## config.mk

```make
export PLATFORM = sky130hd
export DESIGN_NAME = layer_palette_indexer_unit
export DESIGN_NICKNAME = d
export VERILOG_FILES = /design/src/sv/lpi_pkg.sv /design/src/sv/layer_palette_indexer_unit.sv /design/src/sv/lpi_cell.sv
export SDC_FILE = /design/constraint.sdc
export NUM_CORES = 1
export LEC_CHECK = 0
export BUFFER_PORTS_ARGS = -buffer_cell sky130_fd_sc_hd__buf_2
export CORE_MARGIN = 3
export CORE_UTILIZATION = 50
export CTS_BUF_LIST = sky130_fd_sc_hd__clkbuf_4
export CTS_CLUSTER_DIAMETER = 200
export DETAILED_ROUTE_END_ITERATION = 7
export PLACE_DENSITY = 0.75
export SLEW_MARGIN = 40
export SYNTH_ARGS = -nofsm -noshare
export SYNTH_HDL_FRONTEND = slang
export SYNTH_HIERARCHICAL = 1
export SYNTH_SLANG_ARGS = --single-unit
```

## constraint.sdc

```tcl
create_clock -name clk -period 4.9 [get_ports clk]
set_input_delay 0.49 -clock clk [delete_from_list [all_inputs] [get_ports clk]]
set_output_delay 0.49 -clock clk [all_outputs]
set_load 0.005 [all_outputs]
```

## src/sv/lpi_pkg.sv

```systemverilog
// Package for the layer palette indexer: word types, item kinds, color conversion.
`default_nettype none
package lpi_pkg;

  localparam int LPI_COLORS_PER_LAYER = 16;
  localparam int LPI_LAYER_LIMIT      = 16;

  typedef enum logic [1:0] {
    KIND_PIXEL  = 2'd0,
    KIND_ENTRY  = 2'd1,
    KIND_STATUS = 2'd2
  } item_kind_t;

  typedef enum logic {
    ST_PIXEL,
    ST_DRAIN
  } lpi_state_t;

  typedef struct packed {
    logic [31:0] pixel_value;
    logic        layer_end;
  } lpi_in_t;

  typedef struct packed {
    item_kind_t  item_kind;
    logic [7:0]  palette_index;
    logic [15:0] palette_word;
    logic        color_overflow;
    logic        too_many_layers;
    logic        run_last;
  } lpi_out_t;

  // ARGB8888 -> alpha flag + BGR555
  function automatic logic [15:0] to_bgr555(input logic [31:0] px);
    return {px[31], px[7:3], px[15:11], px[23:19]};
  endfunction

endpackage
`default_nettype wire

```

## src/sv/layer_palette_indexer_unit.sv

```systemverilog
// Top level of the layer palette indexer: slot chain, control and output register.
//
// Input channel (in_valid / in_stall / in_word) carries one ARGB pixel per word plus
// a layer_end flag. Result channel (out_valid / out_stall / out_word) carries pixel
// indices, palette entries and layer status words. cfg_wr_en / cfg_wr_data load the
// transparent key.
// Each pixel gives one result word in the cycle after acceptance; a new pixel can be
// accepted every cycle outside a layer-end drain and while out_stall is low, set by
// the row of parallel slot compares. A pixel with layer_end set is followed by one
// palette entry per used slot (none if the layer overflowed or is past the layer
// limit) and a status word. These drain out of the slot chain at one word per cycle
// while out_stall is low, and in_stall stays high for the whole drain, which
// lasts longer while out_stall is high.
// Reset (rst_n low, synchronous) empties the output register, clears the key,
// slot count, layer number and overflow flag.
// When out_stall is high the output register holds its word and in_stall follows,
// so no word is lost or repeated.
`default_nettype none
module layer_palette_indexer_unit
  import lpi_pkg::*;
#(
  parameter int COLORS_PER_LAYER = LPI_COLORS_PER_LAYER,
  parameter int LAYER_LIMIT      = LPI_LAYER_LIMIT
) (
  input  wire logic        clk,
  input  wire logic        rst_n,
  input  wire logic        cfg_wr_en,
  input  wire logic [31:0] cfg_wr_data,
  input  wire logic        in_valid,
  output logic             in_stall,
  input  wire lpi_in_t     in_word,
  output logic             out_valid,
  input  wire logic        out_stall,
  output lpi_out_t         out_word
);

  localparam int UW = $clog2(COLORS_PER_LAYER + 1);
  localparam int IW = $clog2(COLORS_PER_LAYER);
  localparam int LW = $clog2(LAYER_LIMIT + 1);

  lpi_state_t  state_r, state_nxt;
  logic [31:0] key_r;
  logic [UW-1:0] used_r, used_nxt;
  logic [UW-1:0] cnt_r, cnt_nxt;
  logic [LW-1:0] layer_r, layer_nxt;
  logic        ovf_r, ovf_nxt;
  logic        out_valid_r, out_valid_nxt;
  lpi_out_t    out_r, out_nxt;

  logic [31:0] colors [COLORS_PER_LAYER];
  logic [COLORS_PER_LAYER-1:0] hits;
  logic [IW-1:0] hit_idx;
  logic        wr_en;
  logic        shift_en;
  logic        out_free;
  logic        past;
  logic [7:0]  base;

  for (genvar g = 0; g < COLORS_PER_LAYER; g++) begin : g_cell
    localparam int NXT = (g == COLORS_PER_LAYER - 1) ? g : g + 1;
    lpi_cell u_cell (
      .clk        (clk),
      .cmp_value  (in_word.pixel_value),
      .live       (used_r > UW'(g)),
      .load_en    (wr_en && (used_r == UW'(g))),
      .load_value (in_word.pixel_value),
      .shift_en   (shift_en),
      .shift_in   (colors[NXT]),
      .color      (colors[g]),
      .hit        (hits[g])
    );
  end

  always_comb begin
    hit_idx = '0;
    for (int i = 0; i < COLORS_PER_LAYER; i++) begin
      if (hits[i]) begin
        hit_idx = hit_idx | IW'(i);
      end
    end
  end

  assign past     = layer_r >= LW'(LAYER_LIMIT);
  assign base     = 8'(int'(layer_r) * COLORS_PER_LAYER);
  assign out_free = !out_valid_r || !out_stall;

  always_comb begin
    state_nxt     = state_r;
    used_nxt      = used_r;
    cnt_nxt       = cnt_r;
    layer_nxt     = layer_r;
    ovf_nxt       = ovf_r;
    out_valid_nxt = out_valid_r && out_stall;
    out_nxt       = out_r;
    wr_en         = 1'b0;
    shift_en      = 1'b0;
    in_stall      = 1'b1;
    case (state_r)
      ST_PIXEL: begin
        in_stall = !out_free;
        if (in_valid && out_free) begin
          out_nxt.item_kind     = KIND_PIXEL;
          out_nxt.palette_index = '0;
          out_nxt.palette_word  = '0;
          if (!past && (in_word.pixel_value != key_r)) begin
            if (|hits) begin
              out_nxt.palette_index = 8'(base + 8'(hit_idx));
            end else if (used_r < UW'(COLORS_PER_LAYER)) begin
              wr_en                 = 1'b1;
              out_nxt.palette_index = 8'(base + 8'(used_r));
              used_nxt              = used_r + UW'(1);
            end else begin
              ovf_nxt = 1'b1;
            end
          end
          out_nxt.color_overflow  = ovf_nxt;
          out_nxt.too_many_layers = past;
          out_nxt.run_last        = !in_word.layer_end;
          out_valid_nxt           = 1'b1;
          if (in_word.layer_end) begin
            cnt_nxt   = '0;
            state_nxt = ST_DRAIN;
          end
        end
      end
      ST_DRAIN: begin
        if (out_free) begin
          out_valid_nxt = 1'b1;
          if (!ovf_r && (cnt_r < used_r)) begin
            shift_en                = 1'b1;
            out_nxt.item_kind       = KIND_ENTRY;
            out_nxt.palette_index   = 8'(base + 8'(cnt_r));
            out_nxt.palette_word    = to_bgr555(colors[0]);
            out_nxt.color_overflow  = 1'b0;
            out_nxt.too_many_layers = 1'b0;
            out_nxt.run_last        = 1'b0;
            cnt_nxt                 = cnt_r + UW'(1);
          end else begin
            out_nxt.item_kind       = KIND_STATUS;
            out_nxt.palette_index   = 8'(layer_r);
            out_nxt.palette_word    = '0;
            out_nxt.color_overflow  = ovf_r;
            out_nxt.too_many_layers = past;
            out_nxt.run_last        = 1'b1;
            used_nxt                = '0;
            ovf_nxt                 = 1'b0;
            if (!past) begin
              layer_nxt = layer_r + LW'(1);
            end
            state_nxt = ST_PIXEL;
          end
        end
      end
      default: begin
        state_nxt = ST_PIXEL;
      end
    endcase
  end

  always_ff @(posedge clk) begin
    if (!rst_n) begin
      state_r     <= ST_PIXEL;
      key_r       <= '0;
      used_r      <= '0;
      cnt_r       <= '0;
      layer_r     <= '0;
      ovf_r       <= 1'b0;
      out_valid_r <= 1'b0;
    end else begin
      state_r     <= state_nxt;
      used_r      <= used_nxt;
      cnt_r       <= cnt_nxt;
      layer_r     <= layer_nxt;
      ovf_r       <= ovf_nxt;
      out_valid_r <= out_valid_nxt;
      if (cfg_wr_en) begin
        key_r <= cfg_wr_data;
      end
    end
  end

  always_ff @(posedge clk) begin
    out_r <= out_nxt;
  end

  assign out_valid = out_valid_r;
  assign out_word  = out_r;

endmodule
`default_nettype wire

```

## src/sv/lpi_cell.sv

```systemverilog
// One color slot of the palette chain: holds a color, compares it, shifts to its neighbor.
`default_nettype none
module lpi_cell
  import lpi_pkg::*;
(
  input  wire logic        clk,
  input  wire logic [31:0] cmp_value,
  input  wire logic        live,
  input  wire logic        load_en,
  input  wire logic [31:0] load_value,
  input  wire logic        shift_en,
  input  wire logic [31:0] shift_in,
  output logic      [31:0] color,
  output logic             hit
);

  logic [31:0] color_r;
  logic [31:0] color_nxt;

  always_comb begin
    color_nxt = color_r;
    if (load_en) begin
      color_nxt = load_value;
    end else if (shift_en) begin
      color_nxt = shift_in;
    end
  end

  always_ff @(posedge clk) begin
    color_r <= color_nxt;
  end

  assign color = color_r;
  assign hit   = live && (color_r == cmp_value);

endmodule
`default_nettype wire
```

== Word level (Yosys, flattened, before mapping) ==
Cells that the tools add are included.
Operators by class
  $add $sub $neg: 6
  order comparisons: 19
  equal/unequal tests: 40
  multiplexer cells: 87
  bitwise operators: 3
  reduce and logical (&&, ||, !) cells: 65
Operators with widths (count)
  $mux 32: 30
  $eq 32x32->1: 16
  $mux 29: 3
  $pmux 29 s2: 1
  $mux 5: 10
  $eq 5x4->1 const B: 8
  $gt 5x4->1 const B: 8
  $logic_and 1x1->1: 36
  $mux 4: 8
  $ne 32x32->1: 1
  $reduce_bool 2->1: 15
  $mux 8: 3
  $mux 1: 21
  $eq 5x3->1 const B: 4
  $gt 5x3->1 const B: 4
  $pmux 5 s2: 2
  $add 8x5->8: 2
  $reduce_or 16->1: 1
  $add 5x1->5 const B: 3
  $mux 3: 4
  $ne 2x2->1 const B: 6
  $eq 5x2->1 const B: 2
  $gt 5x1->1 const B: 2
  $gt 5x2->1 const B: 2
  other kinds (16): 28
Storage, ports and cells
  register bits after elaboration: 591
  input port bits: 70
  output and inout bits: 31
  logic and storage cells: 249

== Longest topological paths before layout ==
Gate-level depths: netlist of run 1.
  depth after elaboration: 22
  gate-level depth with buffers: 16
  gate-level depth less buffers: 13

== Hierarchy ==
Netlist of run 1, hierarchy kept.
Modules (own cells, without submodules)
  lpi_cell: instances 16, cells an instance 113, area each 1702.9 um2, sequential area each 960.9 um2
  layer_palette_indexer_unit: instances 1, cells an instance 435, area each 4182.8 um2, sequential area each 1871.8 um2

== Least setup slack after synthesis of run 1 ==
Ideal clock, no wire load.
  path kind: register to register
  start: register used_r[1]
  end: register g_cell[4].u_cell.color_r[0], enable pin
  setup time: 0.375 ns
  data arrival time: 3.316 ns
  data required time: 4.525 ns
  path slack: 1.209 ns
  cell stages (with the launch flop): 17
  path buffers: 4
  period minus slack after synthesis: 3.691 ns
  path through: dfxtp_1 clkbuf_1 inv_1 ha_1 nand2_1 o21a_1 nand3_1 nor3_2 nor4_2 nand2_1 nor3_1 o211a_1 clkbuf_2 nor4b_2 buf_2 buf_2 or2_2
Between the ends
  longest elaborated chain between the ends: 9
  elaborated cells between the ends (all ways): 47
  classes of those cells: order compare (18); eq/ne (1); mux (8); reduce/logical (20)
RTL lines
  start, declared: line layer_palette_indexer_unit.sv:43  | logic [UW-1:0] used_r, used_nxt;
  start signal, assigned: line layer_palette_indexer_unit.sv:171  | used_r <= used_nxt;
  $gt 5x4->1: line layer_palette_indexer_unit.sv:64  | .live (used_r > UW'(g)),
  $logic_and 1x1->1: line lpi_cell.sv:34  | assign hit = live && (color_r == cmp_value);
  via hits[13]: line layer_palette_indexer_unit.sv:51  | logic [COLORS_PER_LAYER-1:0] hits;
  $reduce_or 16->1: line layer_palette_indexer_unit.sv:106  | if (|hits) begin
  $mux 1: line layer_palette_indexer_unit.sv:106
  $mux 1: line layer_palette_indexer_unit.sv:105  | if (!past && (in_word.pixel_value != key_r)) begin
  $mux 1: line layer_palette_indexer_unit.sv:101  | if (in_valid && out_free) begin
  $mux 1: line layer_palette_indexer_unit.sv:98  | case (state_r)
  $logic_and 1x1->1: line layer_palette_indexer_unit.sv:65  | .load_en (wr_en && (used_r == UW'(g))),
  $reduce_bool 2->1 (no source line)
  end signal, assigned: line lpi_cell.sv:30  | color_r <= color_nxt;
  end, declared: line lpi_cell.sv:17  | logic [31:0] color_r;
The timed path passes the listed nets, and every way through them passes these cells.
A chain may end at the register's enable or synchronous reset.

== Worst setup path after layout of run 1 ==
  start: register used_r[1]
  end: register g_cell[5].u_cell.color_r[26], enable pin
Between the ends
  longest elaborated chain between the ends: 9
  elaborated cells between the ends (all ways): 47
  classes of those cells: order compare (18); eq/ne (1); mux (8); reduce/logical (20)
RTL lines (line)
  $gt 5x1->1: layer_palette_indexer_unit.sv:64
  $logic_and 1x1->1: lpi_cell.sv:34
  via hits[1]: layer_palette_indexer_unit.sv:51
  $reduce_or 16->1: layer_palette_indexer_unit.sv:106
  $mux 1: layer_palette_indexer_unit.sv:106
  $mux 1: layer_palette_indexer_unit.sv:105
  $mux 1: layer_palette_indexer_unit.sv:101
  $mux 1: layer_palette_indexer_unit.sv:98
  $logic_and 1x1->1: layer_palette_indexer_unit.sv:65
  $reduce_bool 2->1 (no source line)
  end signal, assigned: lpi_cell.sv:30
  end, declared: lpi_cell.sv:17
The timed path passes the listed nets, and every way through them passes these cells.

==> results_dict.tcl, run 1 <==
set metrics [dict create \
    status "completed" \
    antenna_found_initial 2 \
    synth.area.top_cells "edfxtp_1 52%, mux2_2 18%, xor2_1 15%, dfxtp_1 3.2%, nor4_1 2.5%" \
    cts_tree "done" \
    synthCells 2243 \
    root_buffer "clkbuf_4" \
    die_area_mm2 0.0659 \
    startpoint_type "flop" \
    fp-row-count 91 \
    fin_nets 2630 \
    cts_buffers 152 \
    cp_cell_sequence "inv_1, ha_1, o21ai_0, nand3_1, nor3_2, nor4_1, nand3_1, or3_1, nor4_2, buf_12, or2_2, buf_4" \
    slew_viol_final 0 \
    globalplace.congestion 0.882 \
    clock.fmax_mhz 223 \
    ys_seq_area_frac 0.549 \
    fin_crit_ps 4480 \
    grt_overflow 0 \
    synth_edf_count 541 \
    vias_per_cell 5.60 \
    dp.cells 3159 \
    leakagePower_nw 12.9 \
    drc_errors 0 \
    max-cap-violations 0 \
    critPathMaxFanout 33 \
    path_delay_family "simple AND/OR/NAND/NOR gates" \
    ys_ff_latch 591 \
    setup_tns_ps 0 \
    synth_top_area_share 0.517 \
    synth.most_common_cell "edfxtp_1" \
    design_area_mm2 0.0363 \
    critPathMaxStageDelay_ps 660 \
    synth_area_per_cell_um2 14.0 \
    power_density_mw_per_mm2 310 \
    criticalPathCategory "reg -> reg" \
    ys_async_sr_fraction 0 \
    layout-drive-gt1-share 0.361 \
    vias 19600 \
    grt_use_total 0.229 \
    area_delta_synth_final_pct 15.4 \
    fp.dieH_um 257 \
    fin_skew_ps 78.4 \
    io_pins 101 \
    grt_max_degree 38 \
    worst_pin_slew_ps 866 \
    syn-num-nets 2327 \
    totalWireLength_mm 75.4 \
    crit_path_frequent_cell "nand3_1" \
    first_pass_iters 5 \
    drtIter0Drc 1188 \
    period_share 0.914 \
    grt_pass1_wl_mm 118 \
    cts_max_level 4 \
    synth_warnings 6 \
    synth_top_area_cell "edfxtp_1" \
    cts_buffer_depth 3 \
    rsz0062_at_grt "no" \
    port_buffers 100 \
    ant_nets 0 \
    placed_area_mm2 0.0336 \
    synth_flop_cell "edfxtp_1" \
    cp.arrival_ps 5090 \
    ir_drop_uv 215 \
    clk_pin_slew_ps 70 \
    crit_buf_inv 3 \
    clkLatencyLatePin_ps 1020 \
    initial_core_util 0.507 \
    hpwlAfterDp_mm 49.0 \
    cts.sinks 591 \
    ys_types 53 \
    setup.worst_path.end_class "flop" \
    slew_headroom 0.422 \
    coreArea_mm2 0.0619 \
    synth_commonest_cells "541 x edfxtp_1, 528 x xor2_1, 512 x mux2_2" \
    required_ps 5510 \
    syn_area_mm2 0.0314 \
    cts_setup_buffers 0 \
    hp-class "in -> reg" \
    wl_per_cell_um 21.5 \
    die_x_um 257 \
    finalHoldViolCount 0 \
    grt_pass1_vias 21100 \
    final_cell_count_no_fill 3498 \
    setup_viol 0 \
    cpMaxStageDelayCell "nor4_1" \
]
[report_power, final]
part	leakage [nW]	total, W	internal, W	switching (W)
sequential	5.35	0.00582	0.00570	0.000121
combinational	6.41	0.00108	0.000462	0.000622
clock	1.16	0.00434	0.00232	0.00201
total	12.9	0.0112	0.00849	0.00276
[tightest hold or removal path: stages]
cell and delay [ps]:
buf_2 110, buf_12 210, mux2_2 190
[cells by family (layout without fill, tap and decap cells)]
group | after synthesis | count (layout) | share of synthesized area
xor+xnor | 544 | 544 | 0.152
flops | 591 | 591 | 0.549
simple gates | 376 | 376 | 0.0687
compound gates | 70 | 70 | 0.0149
fa+ha+maj | 14 | 14 | 0.00557
mux | 552 | 552 | 0.196
other cells | 0 | 8 | 0
buf+inv | 96 | 506 | 0.0143
[final timing paths]
path	start	end	slack (ps)	cells past startpoint
worst min register to register	cnt_r[3]	cnt_r[3]	540	2
worst min-delay path	in_word[5]	g_cell[14].u_cell/color[4]	90	3
worst max-delay path	used_r[1]	g_cell[5].u_cell/color[26]	420	12
worst max register to register	used_r[1]	g_cell[5].u_cell/color[26]	420	12
[per-layer routing]
layer / wire, µm / GRT usage
met3: 3990 / 0.0545
met5: 0 / 0
met4: 2710 / 0.106
met1: 30300 / 0.270
met2: 38400 / 0.395
[cells in the final DEF, fill, tap and decap left out, types with 18 or more instances in the layout]
cell type and n:
a21oi_1 19, and2_1 19, buf_12 39, buf_2 95, buf_4 29, clkbuf_4 221
clkinv_1 28, dfxtp_1 50, dlygate4sd3_1 70, edfxtp_1 541, mux2_2 512, mux2i_1 40
nand2_1 29, nand3_1 42, nand4_1 19, nor2_1 47, nor3_1 28, nor3_2 18
nor4_1 126, o21ai_0 20, xor2_1 528
[layout make-up]
class / instances / area (µm²)
clock inverters: 40 / 303
repair buffers: 233 / 2170
well taps: 837 / 1050
multi-input cells: 1556 / 13800
fillers: 4828 / 25700
diodes: 8 / 20.0
inverters: 12 / 45.0
flip-flops and latches: 591 / 17200
clock buffers: 221 / 1660
[sequential cells by signal, indices dropped and copies added, names as in the netlist]
| signal | cells |
|---|---|
| g_cell.u_cell/color | 512 |
| key_r | 32 |
| out_word | 29 |
| ovf_r | 1 |
| state_r | 1 |
| layer_r | 5 |
| used_r | 5 |
| out_valid | 1 |
| cnt_r | 5 |
[timing repair]
item	in CTS	in global routing
resized for setup	0	0
hold buffers	70	0
endpoints found under the hold margin	47	0
[metrics by stage]
stage                util  power (W)  hold WS (ps)  setup WS (ps)
CTS                 0.585     0.0113          16.9            488
finish              0.586     0.0112          92.8            422
floorplan               -    0.00645           479           1210
global route        0.586     0.0117          9.76            155
global placement    0.542    0.00690           498            521
detailed placement  0.542    0.00694           502            520
Power figures use the tool's default switching activity.
==> run 2: changes to the inputs <==
- MAX_ROUTING_LAYER: not set -> met4
==> run 2 against run 1 <==
  * Worst setup slack improved by 1.8 ps
  * Worst hold slack improved by 11 ps
  * Clock power decreased by 1%
  * Clock skew increased by 6.8 ps
  * Design area about the same
  * Non-clock buffer count increased by 3
  * Routed wire length decreased by 0.10%
  * Sequential cell count unchanged
  * Sequential share of layout area about the same
  * Critical path type unchanged
  * Critical endpoint is now g_cell[12].u_cell/color[24]
==> results_dict.tcl, run 2 (synthesis results as in run 1) <==
set metrics [dict create \
    setup_tns_ps 0 \
    coreArea_mm2 0.0619 \
    worst_pin_slew_ps 801 \
    cpMaxStageDelayCell "nor4_1" \
    cts_tree "done" \
    multi_input_area_mm2 0.0138 \
    initial_core_util 0.507 \
    wl_met3_mm 3.61 \
    vias_per_cell 5.65 \
    first_pass_iters 5 \
    vias 19800 \
    critPathMaxStageDelay_ps 570 \
    grt_max_degree 38 \
    grt_pass1_vias 21400 \
    cts.sinks 591 \
    criticalPathCategory "reg -> reg" \
    max-cap-violations 0 \
    die_x_um 257 \
    power_density_mw_per_mm2 308 \
    io_pins 101 \
    cp_cell_sequence "inv_1, ha_1, o21ai_0, nand3_1, nor3_2, nor4_1, nand3_1, nor3_1, o211a_1, nand2_1, nor3_2, buf_12, or2_2, buf_12" \
    finalHoldViolCount 0 \
    final_cell_mix "541 x edfxtp_1, 528 x xor2_1, 512 x mux2_2" \
    status "completed" \
    cts_max_level 4 \
    critPathMaxFanout 33 \
    dp.cells 3160 \
    root_buffer "clkbuf_4" \
    startpoint_type "flop" \
    setup.worst_path.end_class "flop" \
    fin_skew_ps 85.1 \
    setup_viol 0 \
    grt_use_total 0.237 \
    wl_per_cell_um 21.5 \
    route.met2.wl_mm 38.8 \
    antenna_found_initial 3 \
    slew_headroom 0.466 \
    globalplace.congestion 0.870 \
    n_fill_cell 4795 \
    largest_reg_flops 512 \
    fin_crit_ps 4480 \
    layout-drive-gt1-share 0.363 \
    clk_pin_slew_ps 60 \
    fp.dieH_um 257 \
    path_delay_family "simple AND/OR/NAND/NOR gates" \
    final_common_cell "edfxtp_1" \
    rsz0062_at_grt "no" \
    die_area_mm2 0.0659 \
    fp-row-count 91 \
    drtIter0Drc 1114 \
    seqCellArea_mm2 0.0172 \
    leakagePower_nw 12.9 \
    drc_errors 0 \
    area_delta_synth_final_pct 15.4 \
    ir_drop_uv 223 \
    clock.fmax_mhz 223 \
    grt_pass1_wl_mm 119 \
    grt_overflow 0 \
    hpwlAfterDp_mm 48.8 \
    power_w 0.0112 \
    clkLatencyLatePin_ps 1020 \
    dp_worst_setup_slack_ps 410 \
    wl_met1_mm 30.4 \
    totalWireLength_mm 75.3 \
    port_buffers 100 \
    cts_buffer_depth 3 \
    slew_viol_final 0 \
    hp-class "in -> reg" \
    cts_buffers 153 \
    top_layer "met4" \
    final_cell_count_no_fill 3501 \
    required_ps 5590 \
    fin_nets 2634 \
    setup_ws_ps 424 \
    ant_nets 0 \
    cp.arrival_ps 5170 \
    crit_buf_inv 3 \
    period_share 0.913 \
]
run 2: cell count changes in the layout (fill, tap and decap cells not counted), moves of 2 or more:
cell and delta:
clkinvlp_4 +2, inv_6 +2, diode_2 -2, clkbuf_4 +2, bufinv_16 -2, dlygate4sd3_1 +2, clkinv_2 +2, clkinv_1 -5
run 2: stage by stage:
| step | instance area, µm² | utilization | hold WS, ps |
|---|---|---|---|
| after floorplan | 31400 | - | 479 |
| after global placement | 33600 | 0.542 | 499 |
| after detailed placement | 33600 | 0.542 | 506 |
| after CTS | 36200 | 0.585 | 14.2 |
| after global routing | 36300 | 0.586 | 30.4 |
| final | 36300 | 0.586 | 104 |
run 2: metal layers:
| layer | global-route usage | vias up |
|---|---|---|
| li1 | - | 9070 |
| met1 | 0.271 | 9922 |
| met2 | 0.405 | 581 |
| met3 | 0.0489 | 201 |
| met4 | 0.0991 | 0 |
| met5 | - | - |
run 2: path summary, 6_finish.rpt:
kind | startpoint | to | slack [ps] | depth (start not counted)
max reg2reg | used_r[1] | g_cell[12].u_cell/color[24] | 420 | 14
min | in_word[30] | g_cell[15].u_cell/color[29] | 100 | 3
min reg2reg | cnt_r[3] | cnt_r[3] | 550 | 2
max | used_r[1] | g_cell[12].u_cell/color[24] | 420 | 14
run 2: power by group:
group	internal (W)	switching (W)
sequential	0.00570	0.000122
clock	0.00225	0.00203
combinational	0.000463	0.000619
total	0.00841	0.00277
run 2: final cells by class:
type,count,area share
antenna,6,0.000414
multi-input combinational,1556,0.380
tap,837,0.0289
sequential,591,0.476
clock buffer,223,0.0462
clock inverter,40,0.00745
inverter,12,0.00124
timing repair buffer,236,0.0603
run 2: timing repair:
| item | 4_1_cts | 5_1_grt |
|---|---|---|
| hold endpoints to repair | 50 | 0 |
| resized for setup | 0 | 0 |
| buffers inserted | 0 | 0 |
| hold buffers | 72 | 0 |
| setup endpoints to repair | 0 | 0 |
run 2: worst register-to-register path, stage by stage, from the launching register on:
cell	delay (ps)
dfxtp_1	490
inv_1	330
ha_1	390
o21ai_0	190
nand3_1	150
nor3_2	90
nor4_1	570
nand3_1	210
nor3_1	210
o211a_1	190
nand2_1	190
nor3_2	340
buf_12	240
or2_2	370
buf_12	210
